File: src/bap_pkg.sv
package bap_pkg;

  // Sizing of the stores and the page granule.
  localparam int BLOCK_ENTRIES    = 16;
  localparam int PAGE_STACK_DEPTH = 16;
  localparam int PAGE_BYTES       = 4096;

  localparam int BIW = $clog2(BLOCK_ENTRIES);
  localparam int SIW = $clog2(PAGE_STACK_DEPTH);
  localparam int SCW = $clog2(PAGE_STACK_DEPTH + 1);

  localparam int ADDR_W    = 32;
  localparam int SIZE_W    = 16;
  localparam int CMD_W     = 2;
  localparam int STATUS_W  = 3;
  localparam int CFG_IDX_W = 2;

  // Command codes.
  localparam logic [CMD_W-1:0] CMD_BLK_ALLOC = 2'd0;
  localparam logic [CMD_W-1:0] CMD_BLK_FREE  = 2'd1;
  localparam logic [CMD_W-1:0] CMD_PG_ALLOC  = 2'd2;
  localparam logic [CMD_W-1:0] CMD_PG_FREE   = 2'd3;

  // Result status codes.
  localparam logic [STATUS_W-1:0] ST_OK         = 3'd0;
  localparam logic [STATUS_W-1:0] ST_TABLE_FULL = 3'd1;
  localparam logic [STATUS_W-1:0] ST_UNKNOWN    = 3'd2;
  localparam logic [STATUS_W-1:0] ST_STACK_FULL = 3'd3;
  localparam logic [STATUS_W-1:0] ST_EXHAUSTED  = 3'd4;

  // Configuration register indexes.
  localparam logic [CFG_IDX_W-1:0] CFG_HEAP_BASE  = 2'd0;
  localparam logic [CFG_IDX_W-1:0] CFG_HEAP_LIMIT = 2'd1;
  localparam logic [CFG_IDX_W-1:0] CFG_PAGE_BASE  = 2'd2;
  localparam logic [CFG_IDX_W-1:0] CFG_PAGE_LIMIT = 2'd3;

  // Commands from the controller to the datapath.
  typedef struct packed {
    logic           load;
    logic           scan_rd;
    logic [BIW-1:0] scan_idx;
    logic           pg_rd;
    logic           commit;
  } ctrl_cmd_t;

endpackage

File: src/block_and_page_allocator_core.sv
// Channel   Direction  Handshake            Payload
// in_       input      in_valid/in_ready    in_cmd, in_req_size, in_req_addr
// out_      output     out_valid/out_ready  out_result_addr, out_status, out_reused
// cfg_      input      cfg_we               cfg_index, cfg_wdata
//
// Block commands read the table memory one entry per cycle and check every
// entry. Page allocate does one stack memory read; page free reads none.
// Reset clears all valid bits and the stack count; no clearing pass is needed.
// A result waits in the output register; the next beat is accepted meanwhile
// and its result is held back until the output register is free.
module block_and_page_allocator_core
  import bap_pkg::*;
(
  input  logic                 clk,
  input  logic                 rst_n,
  input  logic                 in_valid,
  output logic                 in_ready,
  input  logic [CMD_W-1:0]     in_cmd,
  input  logic [SIZE_W-1:0]    in_req_size,
  input  logic [ADDR_W-1:0]    in_req_addr,
  output logic                 out_valid,
  input  logic                 out_ready,
  output logic [ADDR_W-1:0]    out_result_addr,
  output logic [STATUS_W-1:0]  out_status,
  output logic                 out_reused,
  input  logic                 cfg_we,
  input  logic [CFG_IDX_W-1:0] cfg_index,
  input  logic [ADDR_W-1:0]    cfg_wdata
);

  ctrl_cmd_t cmd;

  // Sequencer.
  bap_ctrl u_ctrl (
    .clk       (clk),
    .rst_n     (rst_n),
    .in_valid  (in_valid),
    .in_cmd    (in_cmd),
    .in_ready  (in_ready),
    .out_ready (out_ready),
    .out_valid (out_valid),
    .cmd       (cmd)
  );

  // Tables, pointers and result register.
  bap_dp u_dp (
    .clk             (clk),
    .rst_n           (rst_n),
    .cmd             (cmd),
    .in_cmd          (in_cmd),
    .in_req_size     (in_req_size),
    .in_req_addr     (in_req_addr),
    .cfg_we          (cfg_we),
    .cfg_index       (cfg_index),
    .cfg_wdata       (cfg_wdata),
    .out_result_addr (out_result_addr),
    .out_status      (out_status),
    .out_reused      (out_reused)
  );

endmodule

File: src/bap_ctrl.sv
module bap_ctrl
  import bap_pkg::*;
(
  input  logic             clk,
  input  logic             rst_n,
  input  logic             in_valid,
  input  logic [CMD_W-1:0] in_cmd,
  output logic             in_ready,
  input  logic             out_ready,
  output logic             out_valid,
  output ctrl_cmd_t        cmd
);

  localparam logic [2:0] S_IDLE  = 3'd0;
  localparam logic [2:0] S_SCAN  = 3'd1;
  localparam logic [2:0] S_DRAIN = 3'd2;
  localparam logic [2:0] S_PGRD  = 3'd3;
  localparam logic [2:0] S_DONE  = 3'd4;

  localparam logic [BIW-1:0] LAST_IDX = BIW'(BLOCK_ENTRIES - 1);

  logic [2:0]     state_r, state_nxt;
  logic [BIW-1:0] cnt_r, cnt_nxt;
  logic           out_valid_r, out_valid_nxt;
  logic           out_free;

  assign out_free  = !out_valid_r || out_ready;
  assign in_ready  = (state_r == S_IDLE);
  assign out_valid = out_valid_r;

  // Sequencing of one command: decode, then a table scan or a stack read where needed, result.
  always_comb begin
    state_nxt    = state_r;
    cnt_nxt      = cnt_r;
    cmd          = '0;
    cmd.scan_idx = cnt_r;
    case (state_r)
      S_IDLE: begin
        if (in_valid) begin
          cmd.load = 1'b1;
          cnt_nxt  = '0;
          unique case (in_cmd)
            CMD_BLK_ALLOC, CMD_BLK_FREE: state_nxt = S_SCAN;
            CMD_PG_ALLOC:                state_nxt = S_PGRD;
            CMD_PG_FREE:                 state_nxt = S_DONE;
          endcase
        end
      end
      S_SCAN: begin
        cmd.scan_rd = 1'b1;
        if (cnt_r == LAST_IDX) begin
          state_nxt = S_DRAIN;
        end else begin
          cnt_nxt = cnt_r + BIW'(1);
        end
      end
      S_DRAIN: state_nxt = S_DONE;
      S_PGRD: begin
        cmd.pg_rd = 1'b1;
        state_nxt = S_DONE;
      end
      S_DONE: begin
        if (out_free) begin
          cmd.commit = 1'b1;
          state_nxt  = S_IDLE;
        end
      end
      default: state_nxt = S_IDLE;
    endcase
  end

  // The result beat stays until it is taken.
  always_comb begin
    priority if (cmd.commit) begin
      out_valid_nxt = 1'b1;
    end else if (out_ready) begin
      out_valid_nxt = 1'b0;
    end else begin
      out_valid_nxt = out_valid_r;
    end
  end

  always_ff @(posedge clk) begin
    if (!rst_n) begin
      state_r     <= S_IDLE;
      cnt_r       <= '0;
      out_valid_r <= 1'b0;
    end else begin
      state_r     <= state_nxt;
      cnt_r       <= cnt_nxt;
      out_valid_r <= out_valid_nxt;
    end
  end

endmodule

File: src/bap_dp.sv
module bap_dp
  import bap_pkg::*;
(
  input  logic                 clk,
  input  logic                 rst_n,
  input  ctrl_cmd_t            cmd,
  input  logic [CMD_W-1:0]     in_cmd,
  input  logic [SIZE_W-1:0]    in_req_size,
  input  logic [ADDR_W-1:0]    in_req_addr,
  input  logic                 cfg_we,
  input  logic [CFG_IDX_W-1:0] cfg_index,
  input  logic [ADDR_W-1:0]    cfg_wdata,
  output logic [ADDR_W-1:0]    out_result_addr,
  output logic [STATUS_W-1:0]  out_status,
  output logic                 out_reused
);

  localparam int ENT_W = ADDR_W + SIZE_W;

  // Latched command.
  logic [CMD_W-1:0]  cmd_r;
  logic [SIZE_W-1:0] size_r;
  logic [ADDR_W-1:0] addr_r;

  // Pointers and limits.
  logic [ADDR_W-1:0] heap_top_r, heap_top_nxt;
  logic [ADDR_W-1:0] heap_limit_r, heap_limit_nxt;
  logic [ADDR_W-1:0] page_top_r, page_top_nxt;
  logic [ADDR_W-1:0] page_limit_r, page_limit_nxt;

  // Block table: address and size in memory, valid and in-use bits in flops.
  logic [ENT_W-1:0]         blk_mem [BLOCK_ENTRIES];
  logic [ENT_W-1:0]         blk_q_r;
  logic [BLOCK_ENTRIES-1:0] valid_r, valid_nxt;
  logic [BLOCK_ENTRIES-1:0] used_r, used_nxt;
  logic                     blk_we;

  // Scan tracking.
  logic              chk_vld_r;
  logic [BIW-1:0]    chk_idx_r;
  logic              hit_r;
  logic [BIW-1:0]    hit_idx_r;
  logic [ADDR_W-1:0] hit_addr_r;
  logic              slot_r;
  logic [BIW-1:0]    slot_idx_r;
  logic              ent_valid, ent_used, match;
  logic [ADDR_W-1:0] q_addr;
  logic [SIZE_W-1:0] q_size;

  // Free-page stack.
  logic [ADDR_W-1:0] stk_mem [PAGE_STACK_DEPTH];
  logic [ADDR_W-1:0] stk_q_r;
  logic [SCW-1:0]    count_r, count_nxt;
  logic [SCW-1:0]    count_dec;
  logic              stk_we;

  // Bump arithmetic, done without wrap.
  logic [ADDR_W:0] heap_end, page_end;

  // Result payload.
  logic [ADDR_W-1:0]   res_addr_r, res_addr_nxt;
  logic [STATUS_W-1:0] res_status_r, res_status_nxt;
  logic                res_reused_r, res_reused_nxt;

  assign q_addr    = blk_q_r[ENT_W-1:SIZE_W];
  assign q_size    = blk_q_r[SIZE_W-1:0];
  assign ent_valid = valid_r[chk_idx_r];
  assign ent_used  = used_r[chk_idx_r];
  assign count_dec = count_r - SCW'(1);
  assign heap_end  = {1'b0, heap_top_r} + {{(ADDR_W + 1 - SIZE_W){1'b0}}, size_r};
  assign page_end  = {1'b0, page_top_r} + (ADDR_W + 1)'(PAGE_BYTES);

  // An allocate looks for a free entry of the same size, a free for a used
  // entry with the same address.
  always_comb begin
    if (cmd_r == CMD_BLK_ALLOC) begin
      match = ent_valid && !ent_used && (q_size == size_r);
    end else begin
      match = ent_valid && ent_used && (q_addr == addr_r);
    end
  end

  // Outcome of the command, applied on commit.
  always_comb begin
    heap_top_nxt   = heap_top_r;
    heap_limit_nxt = heap_limit_r;
    page_top_nxt   = page_top_r;
    page_limit_nxt = page_limit_r;
    valid_nxt      = valid_r;
    used_nxt       = used_r;
    count_nxt      = count_r;
    blk_we         = 1'b0;
    stk_we         = 1'b0;
    res_addr_nxt   = '0;
    res_status_nxt = ST_OK;
    res_reused_nxt = 1'b0;
    unique case (cmd_r)
      CMD_BLK_ALLOC: begin
        priority if (hit_r) begin
          used_nxt[hit_idx_r] = 1'b1;
          res_addr_nxt        = hit_addr_r;
          res_reused_nxt      = 1'b1;
        end else if (!slot_r) begin
          res_status_nxt = ST_TABLE_FULL;
        end else if (heap_end > {1'b0, heap_limit_r}) begin
          res_status_nxt = ST_EXHAUSTED;
        end else begin
          valid_nxt[slot_idx_r] = 1'b1;
          used_nxt[slot_idx_r]  = 1'b1;
          blk_we                = 1'b1;
          res_addr_nxt          = heap_top_r;
          heap_top_nxt          = heap_end[ADDR_W-1:0];
        end
      end
      CMD_BLK_FREE: begin
        if (hit_r) begin
          used_nxt[hit_idx_r] = 1'b0;
        end else begin
          res_status_nxt = ST_UNKNOWN;
        end
      end
      CMD_PG_ALLOC: begin
        priority if (count_r != '0) begin
          count_nxt      = count_dec;
          res_addr_nxt   = stk_q_r;
          res_reused_nxt = 1'b1;
        end else if (page_end > {1'b0, page_limit_r}) begin
          res_status_nxt = ST_EXHAUSTED;
        end else begin
          res_addr_nxt = page_top_r;
          page_top_nxt = page_end[ADDR_W-1:0];
        end
      end
      CMD_PG_FREE: begin
        if (count_r >= SCW'(PAGE_STACK_DEPTH)) begin
          res_status_nxt = ST_STACK_FULL;
        end else begin
          stk_we    = 1'b1;
          count_nxt = count_r + SCW'(1);
        end
      end
    endcase
    if (!cmd.commit) begin
      heap_top_nxt = heap_top_r;
      page_top_nxt = page_top_r;
      valid_nxt    = valid_r;
      used_nxt     = used_r;
      count_nxt    = count_r;
      blk_we       = 1'b0;
      stk_we       = 1'b0;
    end
    // The user must write registers only while no command is in flight; the block does not enforce it.
    if (cfg_we) begin
      unique case (cfg_index)
        CFG_HEAP_BASE:  heap_top_nxt   = cfg_wdata;
        CFG_HEAP_LIMIT: heap_limit_nxt = cfg_wdata;
        CFG_PAGE_BASE:  page_top_nxt   = cfg_wdata;
        CFG_PAGE_LIMIT: page_limit_nxt = cfg_wdata;
      endcase
    end
  end

  // Control state.
  always_ff @(posedge clk) begin
    if (!rst_n) begin
      heap_top_r   <= '0;
      heap_limit_r <= '1;
      page_top_r   <= '0;
      page_limit_r <= '1;
      valid_r      <= '0;
      used_r       <= '0;
      count_r      <= '0;
      chk_vld_r    <= 1'b0;
      hit_r        <= 1'b0;
      slot_r       <= 1'b0;
    end else begin
      heap_top_r   <= heap_top_nxt;
      heap_limit_r <= heap_limit_nxt;
      page_top_r   <= page_top_nxt;
      page_limit_r <= page_limit_nxt;
      valid_r      <= valid_nxt;
      used_r       <= used_nxt;
      count_r      <= count_nxt;
      chk_vld_r    <= cmd.scan_rd;
      if (cmd.load) begin
        hit_r  <= 1'b0;
        slot_r <= 1'b0;
      end else if (chk_vld_r) begin
        if (match && !hit_r) begin
          hit_r <= 1'b1;
        end
        if (!ent_valid && !slot_r) begin
          slot_r <= 1'b1;
        end
      end
    end
  end

  // Scan payload: lowest match and lowest empty slot.
  always_ff @(posedge clk) begin
    chk_idx_r <= cmd.scan_idx;
    if (chk_vld_r && match && !hit_r) begin
      hit_idx_r  <= chk_idx_r;
      hit_addr_r <= q_addr;
    end
    if (chk_vld_r && !ent_valid && !slot_r) begin
      slot_idx_r <= chk_idx_r;
    end
  end

  // Command latch and result payload.
  always_ff @(posedge clk) begin
    if (cmd.load) begin
      cmd_r  <= in_cmd;
      size_r <= in_req_size;
      addr_r <= in_req_addr;
    end
    if (cmd.commit) begin
      res_addr_r   <= res_addr_nxt;
      res_status_r <= res_status_nxt;
      res_reused_r <= res_reused_nxt;
    end
  end

  // Block table memory.
  always_ff @(posedge clk) begin
    if (blk_we) begin
      blk_mem[slot_idx_r] <= {heap_top_r, size_r};
    end
    if (cmd.scan_rd) begin
      blk_q_r <= blk_mem[cmd.scan_idx];
    end
  end

  // Free-page stack memory.
  always_ff @(posedge clk) begin
    if (stk_we) begin
      stk_mem[count_r[SIW-1:0]] <= addr_r;
    end
    if (cmd.pg_rd) begin
      stk_q_r <= stk_mem[count_dec[SIW-1:0]];
    end
  end

  assign out_result_addr = res_addr_r;
  assign out_status      = res_status_r;
  assign out_reused      = res_reused_r;

endmodule
File: config.mk
export PLATFORM = sky130hd
export DESIGN_NAME = block_and_page_allocator_core
export DESIGN_NICKNAME = d
export VERILOG_FILES = /design/src/bap_pkg.sv /design/src/block_and_page_allocator_core.sv /design/src/bap_ctrl.sv /design/src/bap_dp.sv
export SDC_FILE = /design/constraint.sdc
export NUM_CORES = 2
export LEC_CHECK = 0
export ABC_AREA = 1
export BUFFER_PORTS_ARGS = -buffer_cell sky130_fd_sc_hd__clkbuf_2
export CORE_MARGIN = 2
export CORE_UTILIZATION = 25
export DETAILED_ROUTE_END_ITERATION = 10
export SYNTH_ARGS = -nofsm -noshare
export SYNTH_HDL_FRONTEND = slang
export SYNTH_HIERARCHICAL = 1
export SYNTH_SLANG_ARGS = --single-unit
export TNS_END_PERCENT = 10
File: constraint.sdc
create_clock -name clk -period 7.5 [get_ports clk]
set_input_delay 0.375 -clock clk [delete_from_list [all_inputs] [get_ports clk]]
set_output_delay 0.375 -clock clk [all_outputs]
set_load 0.01 [all_outputs]
After elaboration in Yosys (flattened, before gate mapping)
Memory sizes are Yosys's and may differ from the RTL's. A register that Yosys moved wholly into a read port is not among the register bits.
Cells that the tools add are included.
{"block": "totals", "ramBits": 1280, "memories": 2, "in_bits": 89, "latch_bits": 0, "word_cells": 185, "mem_bits_ro": 0, "regBits": 306}
{"name": "u_dp.blk_mem", "words": 16, "width": 48, "read_ports": 1, "rd_ports_with_merged_regs": 1, "write_ports": 1, "line": "bap_dp.sv:32", "source": "logic [ENT_W-1:0] blk_mem [BLOCK_ENTRIES];"}
{"name": "u_dp.stk_mem", "words": 16, "width": 32, "read_ports": 1, "rd_ports_with_merged_regs": 1, "write_ports": 1, "line": "bap_dp.sv:51", "source": "logic [ADDR_W-1:0] stk_mem [PAGE_STACK_DEPTH];"}
{"block": "op_classes", "n_mux": 75, "eq_ne": 25, "n_reduce_logical": 39, "shifts": 0, "add_sub_neg": 5, "div": 0, "mul": 0, "n_bitwise": 8, "n_lt_le_gt_ge": 8}
{"op": "$mux W32", "count": 18}
{"op": "$gt A33 B32 Y1", "count": 2}
{"op": "$mux W16", "count": 4}
{"op": "$pmux W32 S2", "count": 1}
{"op": "$or A16 B16 Y16", "count": 3}
{"op": "$add A32 B13 Y33 const B", "count": 1}
{"op": "$add A32 B16 Y33", "count": 1}
{"op": "$eq A32 B32 Y1", "count": 1}
{"op": "$pmux W16 S2", "count": 1}
{"op": "$mux W1", "count": 27}
{"op": "$mux W3", "count": 8}
{"op": "$pmux W3 S4", "count": 2}
{"op": "$and A16 B16 Y16", "count": 1}
{"op": "$eq A16 B16 Y1", "count": 1}
{"op": "$not A16 Y16", "count": 1}
{"op": "$lt A4 B5 Y1 const B", "count": 3}
{"op": "$eq A2 B2 Y1 const B", "count": 6}
{"op": "$logic_and A1 B1 Y1", "count": 12}
{"op": "$mux W5", "count": 2}
{"op": "$pmux W5 S2", "count": 1}
{"op": "$reduce_and A5 Y1", "count": 2}
{"op": "$pmux W3 S3", "count": 1}
{"op": "$bmux W1 S4", "count": 2}
{"op": "$demux W1 S4", "count": 2}
{"op": "other kinds (29)", "count": 57}

Depth between registers and ports, before layout
{"block": "depth", "depth_word": 9, "mapped_depth": 35}

Cells and area by module
Netlist, hierarchy kept.
{"mod": "bap_dp", "cells_each": 5410, "area_per_inst_um2": 68749.7, "n_inst": 1}
{"mod": "bap_ctrl", "cells_each": 68, "area_per_inst_um2": 476.7, "n_inst": 1}

Worst setup path after synthesis
No wires, ideal clock.
{"block": "synth_timing", "kind": "flip-flop to flip-flop", "startpoint": "reg u_dp.size_r[0]", "endpoint": "mem u_dp/blk_mem[0][0] in the netlist's numbering, enable pin", "stages_incl_launch_ff": 26, "period_less_slack_ns": 7.176, "t_arrival_ns": 6.660, "path_buffers": 0, "required_time_ns": 6.985, "path_slack_ns": 0.324, "cell_sequence": "edfxtp_1 > ha_1 > fa_1 > nand2_1 > inv_1 > o21ai_1 > nand2_2 > nand2_1 > nand2_2 > nand2_1 > nand2_2 > nand2_1 > nand2_2 > nand2_1 > nor2_1 > xor2_1 > inv_1 > ha_1 > nand2_1 > nor2_1 > inv_1 > nor4_1 > nand4_1 > nand2_1 > nand4_4 > nor3_1"}
{"block": "synth_via", "elab_chain_cells": 9}
{"element": "from (decl)", "line": "bap_dp.sv:22", "source": "logic [SIZE_W-1:0] size_r;"}
{"element": "from (signal assigned)", "line": "bap_dp.sv:215", "source": "size_r <= in_req_size;"}
{"element": "$add A32 B16 Y33", "line": "bap_dp.sv:70", "source": "assign heap_end = {1'b0, heap_top_r} + {{(ADDR_W + 1 - SIZE_W){1'b0}}, size_r};"}
{"element": "$gt A33 B32 Y1", "line": "bap_dp.sv:105", "source": "end else if (heap_end > {1'b0, heap_limit_r}) begin"}
{"element": "$mux W1", "line": "bap_dp.sv:105"}
{"element": "$mux W1", "line": "bap_dp.sv:103", "source": "end else if (!slot_r) begin"}
{"element": "$mux W1", "line": "bap_dp.sv:99", "source": "priority if (hit_r) begin"}
{"element": "$mux W1", "line": "bap_dp.sv:97", "source": "unique case (cmd_r)"}
{"element": "$mux W1", "line": "bap_dp.sv:143", "source": "if (!cmd.commit) begin"}
{"element": "$mux W1", "line": "bap_dp.sv:227", "source": "if (blk_we) begin"}
{"element": "$mux W1 (implied by the code)", "line": "bap_dp.sv:228", "source": "blk_mem[slot_idx_r] <= {heap_top_r, size_r};"}
{"element": "to (decl)", "line": "bap_dp.sv:32"}
Every way passes these cells.

Worst setup path after layout
{"block": "layout_timing", "startpoint": "reg u_dp.size_r[0]", "endpoint": "mem u_dp/blk_mem[2][6] in the netlist's numbering, enable pin"}
Same word-level chain as after synthesis.

==> out/metrics.cfg <==
[run_status]
status = completed

[floorplan]
die_w_um = 530.2
core_area_um2 = 276000
start_util_pct = 25.08
dieArea_um2 = 281100
rows = 193
fp.dieH_um = 530.2
ios = 127

[routing]
drc_errors = 0
routed_wl_mm = 200.8
vias = 44511
dr.pass1.iters = 6
via_per_inst = 4.690
drtAntennaViolNets = 0
wl_per_cell_um = 21.16
drt-initial-drc-count = 4998

[timing]
setup_viol = 0
worst_slew_pin_slew_ns = 1.092
min_period_ns = 5.959
timing.fmax_ghz = 0.1678
fin_skew_ns = 0.04881
fin_crit_sh_pct = 79.45
tns_ns = 0
relSlewSlack_pct = 27.17
hold_viol_final = 0
rsz0062_at_grt = no
slew_violations = 0

[grt]
grt_pass1_wl_mm = 292.4
groute.usage.overall_pct = 13.91
grt_pass1_vias = 42658
grt_max_degree = 198
antenna_found_initial = 30
grt_overflow = 0

[synth]
synth_fp_nets = 5656
syn_inst = 5478
synth-async-reset-ratio_pct = 0
ys_seq_elements = 1666
netlist_area_um2 = 69230
ys_seq_area_share_pct = 69.66
yosysTopAreaCell = edfxtp_1
ys_types = 58
synth_edf_count = 1486
synthFlopType = edfxtp_1
synth_area_leaders = edfxtp_1 (64%), dfxtp_1 (5.2%), o21ai_0 (4.3%), mux2i_1 (4.0%), a21oi_1 (2.6%)
yosysTopAreaCellShare_pct = 64.46
ys_warn_count = 6
syn_avg_cell_area_um2 = 12.64

[cts]
cts-resized-gates = 0
cts_sinks = 1666
clockBufferDepth = 3
cts_tree = built
insertion_delay_ns = 0.83
clkSlewWorstSetupHoldPaths_ns = 0.06
cts-buffers-inserted = 166
htree_num_levels = 4
root_buffer = clkbuf_16

[worst_setup_path]
crit_arrival_ns = 6.38
reg2reg_depth = 26
worstReg2RegEnd = u_dp/blk_mem[2][6]
cp-start-kind = flip-flop
critPathKind = flip-flop to flip-flop
endpoint_kind = flip-flop
crit-reg2reg-launch = u_dp/size_r[0]
rrSetupSlack_ns = 1.54
critical_path_required_ns = 7.92
path_max_fanout = 49

[hold_path]
worstHoldStart = cfg_we
min_path_cells = 6
hold_class = primary input to flip-flop
hold_end = u_dp/heap_top_r[31]

[job]
drv_cap = 0

[cells_and_area]
drive_above_1_share_pct = 9.777
layout.nets = 5817
area_growth_pct = 16.61

[power]
p_per_area_nw_per_um2 = 325.3
peakVddDrop_mv = 0.2419
leakage_nw = 27.11
p_total_mw = 26.26

[placed_design]
gp_congestion = 0.9019
port_buffers = 126
hpwl_mm = 120.1

## kinds of logic after synthesis
group | Yosys count | synth area share [%]
multiplexers | 277 | 4.005
AO/OA/AOI/OAI | 1393 | 11.72
flip-flops | 1666 | 69.66
AND/OR/NAND/NOR | 1202 | 7.625
buffers and inverters | 772 | 4.358
adder cells (fa/ha/maj) | 89 | 1.619
XOR/XNOR | 79 | 1.010
## metrics by stage
step           worst slack [ns]  std cells  util (%)  hold slack (ns)  instance area (um2)
6_report                  1.541       9490     29.25           0.2403                80730
2_1_floorplan            0.3245       5478         -           0.4002                69230
3_3_place_gp              1.628       9089     26.96           0.4444                74400
4_1_cts                   1.593       9484     29.24           0.1823                80710
3_5_place_dp              1.598       9089     26.96           0.4364                74400
5_1_grt                   1.071       9487     29.24           0.2459                80720
## flip-flops by register name, summed over array words and instances (netlist names), 5 cells and up
name / count
u_dp/page_top_r: 32
u_dp/size_r: 16
u_dp/blk_q_r: 48
u_dp/heap_top_r: 32
u_dp/blk_mem: 768
u_dp/out_result_addr: 32
u_dp/heap_limit_r: 32
u_dp/count_r: 5
u_dp/valid_r: 16
u_dp/stk_q_r: 32
u_dp/stk_mem: 512
u_dp/hit_addr_r: 32
u_dp/used_r: 16
u_dp/addr_r: 32
u_dp/page_limit_r: 32
## power breakdown
part	leakage (nW)	switching, mW	internal (mW)
sequential	15.0	0.701	11.0
combinational	9.47	4.44	1.83
clock	2.64	3.64	4.63
## layout make-up
type                            count  area, um2
Timing Repair Buffer              307       2397
Clock buffer                      212       4444
Multi-Input combinational cell   3040      18270
Clock inverter                     96      993.5
Sequential cell                  1666      48240
Antenna cell                        6      15.01
Fill cell                       27685     195300
Tap cell                         3705       4636
Inverter                          458       1733
## placed cells by master, fill, tap and decap left out, types with 7 or more instances in the layout
master	Yosys	final
nand2_2	8	10
o22ai_1	52	52
o21ai_0	596	596
nand2_1	412	410
clkbuf_2	0	125
or2_2	11	11
dlygate4sd3_1	0	87
o211ai_1	229	229
nor2_1	422	407
bufinv_16	0	11
o311ai_0	10	10
nand3_1	209	209
ha_1	88	87
nor3_4	1	15
nor3_1	44	35
clkbuf_1	240	37
a21oi_1	363	363
a31oi_1	17	17
nor4_1	9	9
nor3_2	18	13
inv_2	7	10
inv_1	448	443
dfxtp_1	180	175
xor2_1	40	39
a22oi_1	10	10
edfxtp_1	1486	1486
clkbuf_16	0	169
buf_4	7	80
buf_12	0	15
clkinv_2	0	31
nand4_1	49	49
clkinv_1	2	32
xnor2_1	38	37
o32ai_1	32	32
o221ai_1	55	55
nor2_4	2	14
clkinv_16	0	7
mux2i_1	277	277
## synthesized netlist by cell type (all sizes together), types with 10 or more instances
library cell     n
ha              88
o21ai          598
o22ai           52
xor2            41
buf             74
edfxtp        1486
o32ai           32
a22oi           10
nor2           426
nor4            11
nand3          214
mux2i          277
dfxtp          180
a21oi          366
o221ai          55
o311ai          10
nor3            63
xnor2           38
clkbuf         240
o211ai         229
or2             12
nand4           50
nand2          423
inv            456
a31oi           17
## per-layer routing
| layer | global-route usage (%) | share of wire (%) | vias up |
|---|---|---|---|
| li1 | - | - | 20435 |
| met1 | 18.44 | 42 | 22217 |
| met2 | 23.36 | 49 | 1603 |
| met3 | 1.975 | 6.2 | 256 |
| met4 | 4.333 | 2.9 | 0 |
| met5 | 0 | 0 | - |
## how the worst max path moves through the flow
stage | start | endpoint
2_1_floorplan | u_dp/size_r[0] | u_dp/blk_mem[0][0]
3_3_place_gp | u_dp/size_r[0] | u_dp/blk_mem[2][10]
3_5_place_dp | u_dp/size_r[0] | u_dp/blk_mem[2][6]
4_1_cts | u_dp/size_r[0] | u_dp/blk_mem[2][11]
5_1_grt | u_dp/size_r[0] | u_dp/blk_mem[2][11]
6_report | u_dp/size_r[0] | u_dp/blk_mem[2][6]
## worst max-delay path, cell delays in order (launching register included)
cell and delay [ns]:
edfxtp_1 0.66, ha_1 0.38, fa_1 0.39, nand2_1 0.08, inv_1 0.05, o21ai_1 0.15, nand2_2 0.08, nand2_1 0.08
nand2_2 0.07, nand2_1 0.08, nand2_2 0.07, nand2_1 0.09, nand2_2 0.14, nand2_1 0.20, nor2_1 0.07, xor2_1 0.14
inv_1 0.08, ha_1 0.29, nand2_1 0.06, nor2_1 0.10, inv_1 0.06, nor4_1 0.29, nand4_1 0.14, nand2_1 0.23
nand4_4 0.53, nor3_4 0.29, buf_4 0.66
## timing repair
item / 4_1_cts / 5_1_grt
hold buffers: 87 / 0
setup buffers: 0 / 0
endpoints found under the hold margin: 190 / 0
No activity file was read; power rests on OpenSTA's default activity.
